File: src/rtl/ivm_pkg.sv
// Shared types and widths for the inverse-variance merge core.
package ivm_pkg;

	localparam int VAL_W   = 32;  // signed value
	localparam int ERR_W   = 31;  // unsigned error
	localparam int SQ_W    = 62;  // squared error
	localparam int MAG_W   = 33;  // |v2 - v1|
	localparam int DEN_W   = 63;  // s1 + s2
	localparam int NUM_W   = 124; // widest dividend
	localparam int Q_W     = 62;  // quotient bits per divider
	localparam int ROOT_W  = 31;  // square-root result
	localparam int IN_W    = 128;
	localparam int OUT_W   = 64;
	localparam int FIFO_D  = 4;
	localparam int FIFO_AW = 2;

	// item handed from front to back
	typedef struct packed {
		logic              weighted;
		logic              neg;
		logic [VAL_W-1:0]  v1;
		logic [MAG_W-1:0]  mag;
		logic [SQ_W-1:0]   s1;
		logic [SQ_W-1:0]   s2;
	} ivm_work_t;

	// queue status seen by the front
	typedef struct packed {
		logic full;
		logic empty;
	} ivm_qstat_t;

endpackage

File: src/rtl/ivm_front.sv
// Front: input register, zero-error classification and squaring.
module ivm_front import ivm_pkg::*; (
	input  logic            clk,
	input  logic            arst_n,
	input  logic            in_valid,
	output logic            in_ready,
	input  logic [IN_W-1:0] in_data,
	input  ivm_qstat_t      qstat,
	output logic            push,
	output ivm_work_t       work
);

	logic             v_s1;
	logic [VAL_W-1:0] v1_s1, v2_s1;
	logic [ERR_W-1:0] e1_s1, e2_s1;
	logic [MAG_W-1:0] d;

	assign in_ready = !v_s1 || !qstat.full;
	assign push     = v_s1 && !qstat.full;

	always_ff @(posedge clk or negedge arst_n) begin
		if (!arst_n) begin
			v_s1 <= 1'b0;
		end else if (in_ready) begin
			v_s1 <= in_valid;
		end
	end

	always_ff @(posedge clk) begin
		if (in_valid && in_ready) begin
			v1_s1 <= in_data[31:0];
			e1_s1 <= in_data[62:32];
			v2_s1 <= in_data[94:63];
			e2_s1 <= in_data[125:95];
		end
	end

	always_comb begin
		d             = {v2_s1[VAL_W-1], v2_s1} - {v1_s1[VAL_W-1], v1_s1};
		work.weighted = (e1_s1 != '0) && (e2_s1 != '0);
		work.neg      = d[MAG_W-1];
		work.v1       = v1_s1;
		work.mag      = d[MAG_W-1] ? (~d + MAG_W'(1)) : d;
		work.s1       = SQ_W'(e1_s1) * SQ_W'(e1_s1);
		work.s2       = SQ_W'(e2_s1) * SQ_W'(e2_s1);
	end

endmodule

File: config.mk
export PLATFORM = sky130hd
export DESIGN_NAME = ivm_front
export DESIGN_NICKNAME = d
export VERILOG_FILES = /design/src/rtl/ivm_pkg.sv /design/src/rtl/ivm_front.sv
export SDC_FILE = /design/constraint.sdc
export NUM_CORES = 2
export LEC_CHECK = 0
export ABC_AREA = 1
export BUFFER_PORTS_ARGS = -buffer_cell sky130_fd_sc_hd__buf_2
export CORE_AREA = 3 3 333 335
export DETAILED_ROUTE_END_ITERATION = 10
export DIE_AREA = 0 0 336 338
export GPL_ROUTABILITY_DRIVEN = 0
export PLACE_DENSITY = 0.8
export SKIP_CTS_REPAIR_TIMING = 1
export SYNTH_ARGS = -nofsm -noshare
export SYNTH_HDL_FRONTEND = slang
export SYNTH_SLANG_ARGS = --single-unit
File: constraint.sdc
create_clock -name clk -period 7.7 [get_ports clk]
set_input_delay 0.385 -clock clk [delete_from_list [all_inputs] [get_ports clk]]
set_output_delay 0.385 -clock clk [all_outputs]
set_load 0.01 [all_outputs]
After elaboration in Yosys (flattened, before gate mapping) --
Index checks and enable logic that the tools add are counted. W data, S select, Z words.
Cells by class: bitwise operators 1, mux-type cells 1, $mul 2, add/subtract/negate cells 2, reductions and logical operators 8
Operators with widths (number):
- $mul A31 B31 Y62 | 2
- $reduce_bool A31 Y1 | 2
- $add A33 B1 Y33 const B | 1
- $mux W33 | 1
- $not A33 Y33 | 1
- $sub A32 B32 Y33 | 1
- $logic_and A1 B1 Y1 | 3
- $logic_not A1 Y1 | 2
- $logic_or A1 B1 Y1 | 1
Storage, ports and cells: output and inout bits 193, flip-flop bits (word level) 127

Longest topological paths before layout --
word-level depth 4, gate-level depth with buffers 32

Worst setup path after synthesis --
Ideal clock, no wire load.
kind register -> output, start point register e2_s1[12], end point output port work[53] (netlist bit), arrival time 6.876 ns, required time 7.315 ns, slack 0.439 ns, cell stages (with the launch flop) 27, cells stage by stage edfxtp_1 > clkbuf_1 > buf_1 > nand2_1 > fa_1 > inv_1 > fa_1 > inv_1 > fa_1 > fa_1 > inv_1 > fa_1 > fa_1 > fa_1 > inv_1 > fa_1 > inv_1 > ha_1 > nand2_1 > nor2_1 > inv_1 > nor2_1 > nand3_1 > o21ai_0 > a21oi_1 > o21ai_0 > xor2_1
RTL lines:
- start, declared | RTL line ivm_front.sv:15 | logic [ERR_W-1:0] e1_s1, e2_s1;
- start signal, assigned | RTL line ivm_front.sv:34 | e2_s1 <= in_data[125:95];
- end, declared | RTL line ivm_front.sv:10 | output ivm_work_t work

==> impl_metrics.tcl <==
set metrics [dict create \
    min_path_type "input pin to register" \
    synth.area.top_cells "fa_1, inv_1, ha_1" \
    hold_violations 0 \
    layout_common_cells "inv_1, nand2_1, fa_1" \
    max_slew_margin_pct 41.7 \
    setup_viol 70 \
    holdPathStages 1 \
    synthCells 7622 \
    viasPerCell 5.55 \
    post-route-drc-count 2 \
    syn-cell-area_um2 63600 \
    final_common_cell "inv_1" \
    cts_num_sinks 127 \
    synth-seq-cells 127 \
    cp_max_fo 12 \
    dp_slack_ns 0.0554 \
    fin_crit_sh_pct 108 \
    cts_tree "built" \
    nets 10323 \
    synth_edf_count 126 \
    vias 52981 \
    fillCellCount 7707 \
    crit_family "adder cells" \
    drt-total-wl_mm 190 \
    ys_seq_area_share_pct 5.99 \
    layout-drive-gt1-share_pct 15.5 \
    cpMaxStageDelayCell "fa_1" \
    reg2reg_depth 2 \
    whs_ns 0.0216 \
    drt-pass1-iter-count 11 \
    cp_slowest_stage_delay_ns 0.71 \
    die_area_um2 114000 \
    port_buffers 320 \
    die_h_um 338 \
    busiest_layer "met2" \
    yosysWarnings 0 \
    synth_top_area_share_pct 47.1 \
    grt_overflow 0 \
    gr-usage-all-layers_pct 29.9 \
    cp.required_ns 7.32 \
    yosysUniqueCellTypes 50 \
    initial_core_util_pct 58.7 \
    num_rows 121 \
    setup_slack_ns -0.649 \
    io_pins 326 \
    grt_pass1_wl_mm 268 \
    status "finished, violations left" \
    maxCapViolCount 0 \
    max_freq_ghz 0.120 \
    grt_pass1_vias 53994 \
    area.growth.synth_to_final_pct 15.0 \
    die_w_um 336 \
    gr-usage-met1_pct 38.0 \
    crit_arrival_ns 7.96 \
    drt_iter0_drc 4972 \
    cts-buffers-inserted 17 \
    crit_path_end_kind "output pin" \
    ys.flop_type "edfxtp_1" \
    wl_per_cell_um 19.9 \
    worstSetupPathDepth 27 \
    yosysTopAreaCell "fa_1" \
    htreeDepth 4 \
    avgSynthCellArea_um2 8.35 \
    worst_slew_pin_slew_ns 0.875 \
    core_um2 108000 \
    antenna_found_initial 8 \
    ant_nets 0 \
    fin_worst_skew_ns 0.0369 \
    cp-start-kind "register" \
    cts-root-buf "clkbuf_16" \
    clk_latency_ns 0.53 \
    violations "DRC, setup timing" \
    cts_buffer_depth 2 \
    path_class "register to output pin" \
    postSynth.asyncResetShare_pct 0.787 \
    slew_violations 0 \
    place_hpwl_mm 139 \
    grt_max_degree 127 \
    rsz0062_at_grt "true" \
    finalCriticalPeriod_ns 8.35 \
    worst-path-buf-inv 9 \
    path_clk_slew_ns 0.11 \
    cp_common_cell "fa_1" \
    grt.met3_usage_pct 5.48 \
    grt_use_met2_pct 51.0 \
]
-- per-stage QoR --
step                std cells  cell area, um^2  util, %  TNS (ns)
finish                   9553            73200     67.5    -19.66
floorplan                7623            63600        -         0
global route             9550            73200     67.5    -34.38
CTS                      9367            68700     63.3    -24.18
detailed placement       9335            68100     62.8         0
global placement         9335            68100     62.8         0
-- synth_stat cells (11+ instances only) --
master / n
a21o_1: 32
a21oi_1: 171
a31oi_1: 56
buf_1: 25
clkbuf_1: 167
edfxtp_1: 126
fa_1: 1497
ha_1: 571
inv_1: 2555
nand2_1: 1532
nand2_2: 19
nand3_1: 96
nand3_2: 11
nand4_1: 25
nor2_1: 286
nor2_2: 13
nor3_1: 20
nor4_1: 23
o21ai_0: 93
o21bai_1: 22
xnor2_1: 65
xor2_1: 117
-- registers in the layout (all words and copies together) (netlist names) --
signal and cells:
v1_s1 32, v_s1 1, e2_s1 31, e1_s1 31, v2_s1 32
-- area by class of cell --
class	count	area, um^2	area share (%)
multi-input cells	4731	51800	70.7
inverters	2564	9640	13.2
repair buffers	681	5580	7.62
flip-flops and latches	127	3810	5.20
well taps	1414	1770	2.42
clock buffers	17	425	0.581
clock inverters	15	190	0.260
diodes	4	10.0	0.0137
-- per-layer routing --
metal / vias to the layer above / share of wire (%)
met4: 8 / 7.0
met1: 25803 / 35
met3: 1051 / 11
met2: 3413 / 47
li1: 22706 / -
met5: - / 0.032
-- logic make-up after synthesis --
group | share of synthesized area (%)
DFF | 5.99
adders and majority gates | 58.3
xor gates and xnor gates | 2.56
other | 0.00589
buffers and inverters | 16.4
and+or+nand+nor | 12.9
AOI/OAI and AO/OA | 3.84
-- worst reg2reg max path: stages, from the launching register on --
cell and delay, ns:
dfrtp_1 0.42, a21oi_4 0.18, buf_12 0.63
-- path summary, 6_finish.rpt --
| check | from | end | slack, ns |
|---|---|---|---|
| max reg2reg | v_s1 | e2_s1[7] | 5.96 |
| min | in_data[54] | e1_s1[22] | 0.02 |
| min in group asynchronous | arst_n | v_s1 | 0.21 |
| max | e2_s1[16] | work[53] | -0.65 |
| min reg2reg | v_s1 | v_s1 | 0.61 |
| max in group asynchronous | arst_n | v_s1 | 7.40 |
Power is not shown: default switching activity piles up to over one toggle a cycle in this logic, so the estimate is an artifact.
