$ cat src/rtl/ivm_pkg.sv
// Shared types and widths for the inverse-variance merge core.
package ivm_pkg;

	localparam int VAL_W   = 32;  // signed value
	localparam int ERR_W   = 31;  // unsigned error
	localparam int SQ_W    = 62;  // squared error
	localparam int MAG_W   = 33;  // |v2 - v1|
	localparam int DEN_W   = 63;  // s1 + s2
	localparam int NUM_W   = 124; // widest dividend
	localparam int Q_W     = 62;  // quotient bits per divider
	localparam int ROOT_W  = 31;  // square-root result
	localparam int IN_W    = 128;
	localparam int OUT_W   = 64;
	localparam int FIFO_D  = 4;
	localparam int FIFO_AW = 2;

	// item handed from front to back
	typedef struct packed {
		logic              weighted;
		logic              neg;
		logic [VAL_W-1:0]  v1;
		logic [MAG_W-1:0]  mag;
		logic [SQ_W-1:0]   s1;
		logic [SQ_W-1:0]   s2;
	} ivm_work_t;

	// queue status seen by the front
	typedef struct packed {
		logic full;
		logic empty;
	} ivm_qstat_t;

endpackage

$ cat src/rtl/ivm_fifo.sv
// Short queue between front and back.
module ivm_fifo import ivm_pkg::*; (
	input  logic       clk,
	input  logic       arst_n,
	input  logic       push,
	input  ivm_work_t  wdata,
	input  logic       pop,
	output ivm_work_t  rdata,
	output ivm_qstat_t qstat
);

	ivm_work_t          mem_q [FIFO_D];
	logic [FIFO_AW-1:0] wptr_q, rptr_q;
	logic [FIFO_AW:0]   cnt_q;

	assign qstat.full  = (cnt_q == (FIFO_AW+1)'(FIFO_D));
	assign qstat.empty = (cnt_q == '0);
	assign rdata       = mem_q[rptr_q];

	always_ff @(posedge clk or negedge arst_n) begin
		if (!arst_n) begin
			wptr_q <= '0;
			rptr_q <= '0;
			cnt_q  <= '0;
		end else begin
			if (push) wptr_q <= wptr_q + 1'b1;
			if (pop)  rptr_q <= rptr_q + 1'b1;
			if (push && !pop)      cnt_q <= cnt_q + 1'b1;
			else if (pop && !push) cnt_q <= cnt_q - 1'b1;
		end
	end

	always_ff @(posedge clk) begin
		if (push) mem_q[wptr_q] <= wdata;
	end

endmodule

$ cat config.mk
export PLATFORM = sky130hd
export DESIGN_NAME = ivm_fifo
export DESIGN_NICKNAME = d
export VERILOG_FILES = /design/src/rtl/ivm_pkg.sv /design/src/rtl/ivm_fifo.sv
export SDC_FILE = /design/constraint.sdc
export NUM_CORES = 1
export LEC_CHECK = 0
export BUFFER_PORTS_ARGS = -buffer_cell sky130_fd_sc_hd__buf_2
export CORE_MARGIN = 5
export CORE_UTILIZATION = 57
export CTS_CLUSTER_DIAMETER = 50
export DETAILED_ROUTE_END_ITERATION = 8
export PLACE_DENSITY = 0.79
export SLEW_MARGIN = 20
export SYNTH_ARGS = -nofsm -noshare
export SYNTH_HDL_FRONTEND = slang
export SYNTH_SLANG_ARGS = --single-unit
$ cat constraint.sdc
create_clock -name clk -period 7.35 [get_ports clk]
set_input_delay 1.1025 -clock clk [delete_from_list [all_inputs] [get_ports clk]]
set_output_delay 1.1025 -clock clk [all_outputs]
set_load 0.005 [all_outputs]
# --- Yosys cells after proc, flatten, opt, wreduce, memory -nomap -nowiden ---
# Memories as Yosys holds them, arrays and structs flattened.
# Cells that the tools add are included.
word_totals:
  ram_bits: 764
  regBits: 7
  memories: 1
  output_inout_bits: 193
classes:
  n_reduce_logical: 6
  muxes: 4
  n_eq_ne: 1
  addsub: 4
mem_list:
  columns: ["memory", "depth", "word_bits", "read_ports", "rd_clocked_by_memory_dff", "write_ports", "line_no", "rtl"]
  rows:
  - ["mem_q", 4, 191, 1, 0, 1, "ivm_fifo.sv:12", "ivm_work_t mem_q [FIFO_D];"]
ops:
  columns: ["op", "n"]
  rows:
  - ["3-bit 2-to-1 mux", 2]
  - ["2-bit by 1-bit adder with 2-bit output, second input constant", 2]
  - ["3-bit by 1-bit adder with 3-bit output, second input constant", 1]
  - ["3-bit == test, second input constant", 1]
  - ["3-bit logical NOT", 1]
  - ["3-bit by 1-bit subtractor with 3-bit output, second input constant", 1]
  - ["1-bit logical AND", 2]
  - ["1-bit logical NOT", 2]
  - ["1-bit 2-to-1 mux", 2]
  - ["2-bit nonzero test", 1]

# --- Logic depth before layout (Yosys ltp) ---
logic_depth:
  ltp_word: 4
  depth_mapped: 7
  mapped_depth_nobuf: 7

# --- Worst setup path before layout ---
# OpenSTA, ideal clock, no wires.
synth_path:
  kind: "input-to-reg"
  start: "input port push"
  end: "memory mem_q[1][0] (netlist name) (enable)"
  path_stages: 1
  path_slack_ns: 1.337
  path_buffers: 0
  arrival_time_ns: 5.440
  setup_ns: 0.574
  required_time_ns: 6.776
  cell_sequence: "and2_1"
synth_between:
  elab_chain_cells: 2
synth_lines:
  columns: ["element", "line_no", "rtl"]
  rows:
  - ["start, declared", "ivm_fifo.sv:5", "input logic push,"]
  - ["1-bit 2-to-1 mux", "ivm_fifo.sv:34", "if (push) mem_q[wptr_q] <= wdata;"]
  - ["1-bit 2-to-1 mux (not written as such)", "ivm_fifo.sv:34", null]
  - ["end, declared", "ivm_fifo.sv:12", null]
# No other way between the ends.

==> impl_metrics.csv <==
group,metric,value,unit
power_and_ir_drop,p_sw_share,27.5,%
timing,worst_slew_pin_slew,1.03,ns
cells_and_area,fillerInstances,2978,
timing,rsz0062_at_grt,"no",
placement,hpwl,31900,um
clock_tree,clk_path_buf_depth,3,
global_routing,grt_first_pass_wirelength,83600,um
routing,wl,55200,um
placement,io_buffers,387,
clock_tree,cts-htree-levels,3,
synthesis,synth_top_area_share,81.7,%
synthesis,synthAdderAreaFrac,0.294,%
timing,fmax,0.245,GHz
die,fp.dieW,232,um
timing,finalClockSkew,0.0210,ns
worst_setup_path,crit_buf_inv,2,
cells_and_area,seq_area,23100,um2
timing,relSlewSlack,31.1,%
global_routing,grt_usage,20.8,%
synthesis,syn_avg_cell_area,27.2,um2
placement,placedCellCount,2054,
clock_tree,clk_latency,0.61,ns
placement,place_congestion,0.755,
global_routing,grt-ovfl-total,0,
global_routing,grt_max_degree,100,
synthesis,ys_seq_elements,771,
job,max-cap-violations,0,
synthesis,synth_area_leaders,"edfxtp_1 (82%), mux4_2 (15%), buf_12 (0.78%)",
cells_and_area,layoutNonFillerInstCount,2201,
routing,maxUsedRoutingLayer,"met5",
die,ios,388,
power_and_ir_drop,peakVddDrop,0.338,mV
worst_setup_path,critPathKind,"flip-flop to primary output",
clock_tree,cts-buffers-inserted,77,
synthesis,synth_cell_types,19,
synthesis,yosys.area.top_type,"edfxtp_1",
timing,slew_viol_final,0,
worst_setup_path,cp.depth,3,
cells_and_area,post-route-util,67.4,%
global_routing,antenna_found_initial,20,
timing,period_needed,4.07,ns
routing,vias,12600,
power_and_ir_drop,p_leak,11.2,nW
synthesis,synth_top_family_by_area,"multiplexers",
die,initial_core_util,57.5,%
worst_setup_path,start_kind,"flip-flop",
routing,wl_met2,28600,um
power_and_ir_drop,intPower,9.47,mW
worst_setup_path,ff2ff_path_depth,4,
clock_tree,postCtsSetupBuffers,0,
power_and_ir_drop,power_frac_seq,46.2,%
worst_setup_path,critPathCaptureType,"primary output",
routing,wl_per_cell,25.1,um
global_routing,grt_pass1_vias,13600,
synthesis,synth_mux_area_share,15.4,%
clock_tree,cts_sinks,771,
die,rows,81,
synthesis,netlist_area,28100,um2
power_and_ir_drop,power_frac_comb,26.3,%
worst_setup_path,critical_path.top_delay_family,"buffers and inverters",
cells_and_area,area_growth_syn_to_layout,17.3,%
worst_setup_path,crit_path_max_incr_delay,0.78,ns
worst_setup_path,cp_max_fo,42,
cells_and_area,multi_input_area,4510,um2
min_path,hold_class,"input pin to async pin",
power_and_ir_drop,power.switching,3.59,mW
worst_setup_path,path_cells,"buf_4 -> mux4_2 -> buf_2",
timing,hold_viol,0,
clock_tree,cts-hold-fix-buffers,0,
worst_setup_path,worstPathRequired,6.25,ns
synthesis,synth_compound_area_share,0.0178,%
die,dieHeight,232,um
cells_and_area,layout_commonest_cell,"edfxtp_1",
cells_and_area,drive_gt1_share,46.1,%
die,core_area,48800,um2
routing,wl_met3,4930,um
clock_tree,ctsResizeCount,0,
outcome,status,"completed",
synthesis,synthXorXnorAreaFrac,0.187,%
die,die_area,53800,um2
timing,setup_violations,0,
cells_and_area,final_nets,1670,
synthesis,synth-simple-area-share,0.174,%
clock_tree,clk_pin_slew,0.06,ns
synthesis,synth_nets,1233,
timing,tns,0,ns
clock_tree,cts_tree,"built",
synthesis,synth_warnings,0,
synthesis,synth-seq-area-share,82.4,%
synthesis,synthCells,1032,
cells_and_area,final_cell_mix,"edfxtp_1 (764), buf_2 (387), mux4_2 (191)",
routing,drtIter0Drc,865,
worst_setup_path,cp_data_arrival_time,2.97,ns
timing,finalCritPeriodShare,55.4,%
clock_tree,clock-root-buffer,"clkbuf_16",
routing,vias_per_cell,5.72,
routing,met1_length,20000,um
routing,drtAntennaViolNets,0,
worst_setup_path,slowest_stage,"dfrtp_4",
routing,remaining_drc_errors,0,
power_and_ir_drop,power_density,396,nW/um2
power_and_ir_drop,p_clk_share,27.5,%
routing,dr.pass1.iters,4,
[kinds of logic after synthesis]
family | after synthesis
AOI/OAI and AO/OA | 1
buffers and inverters | 47
adders and majority gates | 6
DFF | 771
muxes | 192
and+or+nand+nor | 9
xor gates and xnor gates | 6
[path summary, 6_finish.rpt]
check | endpoint | slack (ns) | start
setup / recovery | rdata[58] | 3.28 | rptr_q[0]
hold / removal | wptr_q[1] | 0.34 | arst_n
setup reg to reg | mem_q[2][50] | 4.49 | wptr_q[0]
hold reg to reg | cnt_q[2] | 0.49 | cnt_q[2]
max in group asynchronous | rptr_q[0] | 6.83 | arst_n
min in group clk | cnt_q[2] | 0.49 | cnt_q[2]
[per-stage QoR]
step / area (um2) / setup slack (ns) / hold WS (ns) / power (mW)
2_1_floorplan: 28100 / 1.34 / 0.456 / 8.42
5_1_grt: 32900 / 3.00 / 0.320 / 13.7
3_3_place_gp: 30600 / 3.82 / 0.471 / 9.52
6_report: 32900 / 3.28 / 0.339 / 13.1
4_1_cts: 32900 / 3.13 / 0.293 / 13.2
3_5_place_dp: 30600 / 3.81 / 0.480 / 9.58
[power by group through the flow]
stage	clock, mW	sequential, mW	combinational (mW)
floorplan	0	6.11	2.31
global placement	0	6.05	3.47
detailed placement	0	6.11	3.47
CTS	3.66	6.05	3.52
global route	3.90	6.10	3.68
finish	3.59	6.03	3.44
[cells in the mapped netlist]
library cell / instances
ha_1: 5
clkbuf_1: 3
and2_1: 4
buf_2: 20
xnor2_1: 2
dfrtp_1: 7
buf_6: 9
xor2_1: 4
mux4_2: 191
edfxtp_1: 764
nor2_1: 1
mux2_2: 1
nor3_1: 1
nand2_1: 2
inv_1: 4
buf_12: 11
nor3b_1: 1
o21ai_0: 1
fa_1: 1
[final cells by class]
cell class                      count  share of cell area, %
Antenna cell                       14                  0.106
Timing Repair Buffer              401                   6.39
Clock buffer                       88                   5.98
Multi-Input combinational cell    214                   13.7
Clock inverter                     45                   1.03
Inverter                            4                 0.0456
Sequential cell                   771                   70.2
Tap cell                          664                   2.52
[metal layers]
layer / vias up / GRT usage [%]
li1: 5394 / -
met1: 6604 / 26.7
met2: 457 / 34.3
met3: 111 / 6.65
met4: 14 / 7.33
met5: - / 0
[worst reg2reg max path: cells and delay by family, from the launching register on]
family                   cells  cell delay [ns]
AND/OR/NAND/NOR              1             0.83
buffers and inverters        2             1.02
flip-flops                   1             0.43
adder cells (fa/ha/maj)      1             0.16
[state kept, by name (all words and copies together), names as in the netlist]
name / cells
rptr_q: 2
cnt_q: 3
mem_q: 764
wptr_q: 2
(Power assumes the default switching activity.)
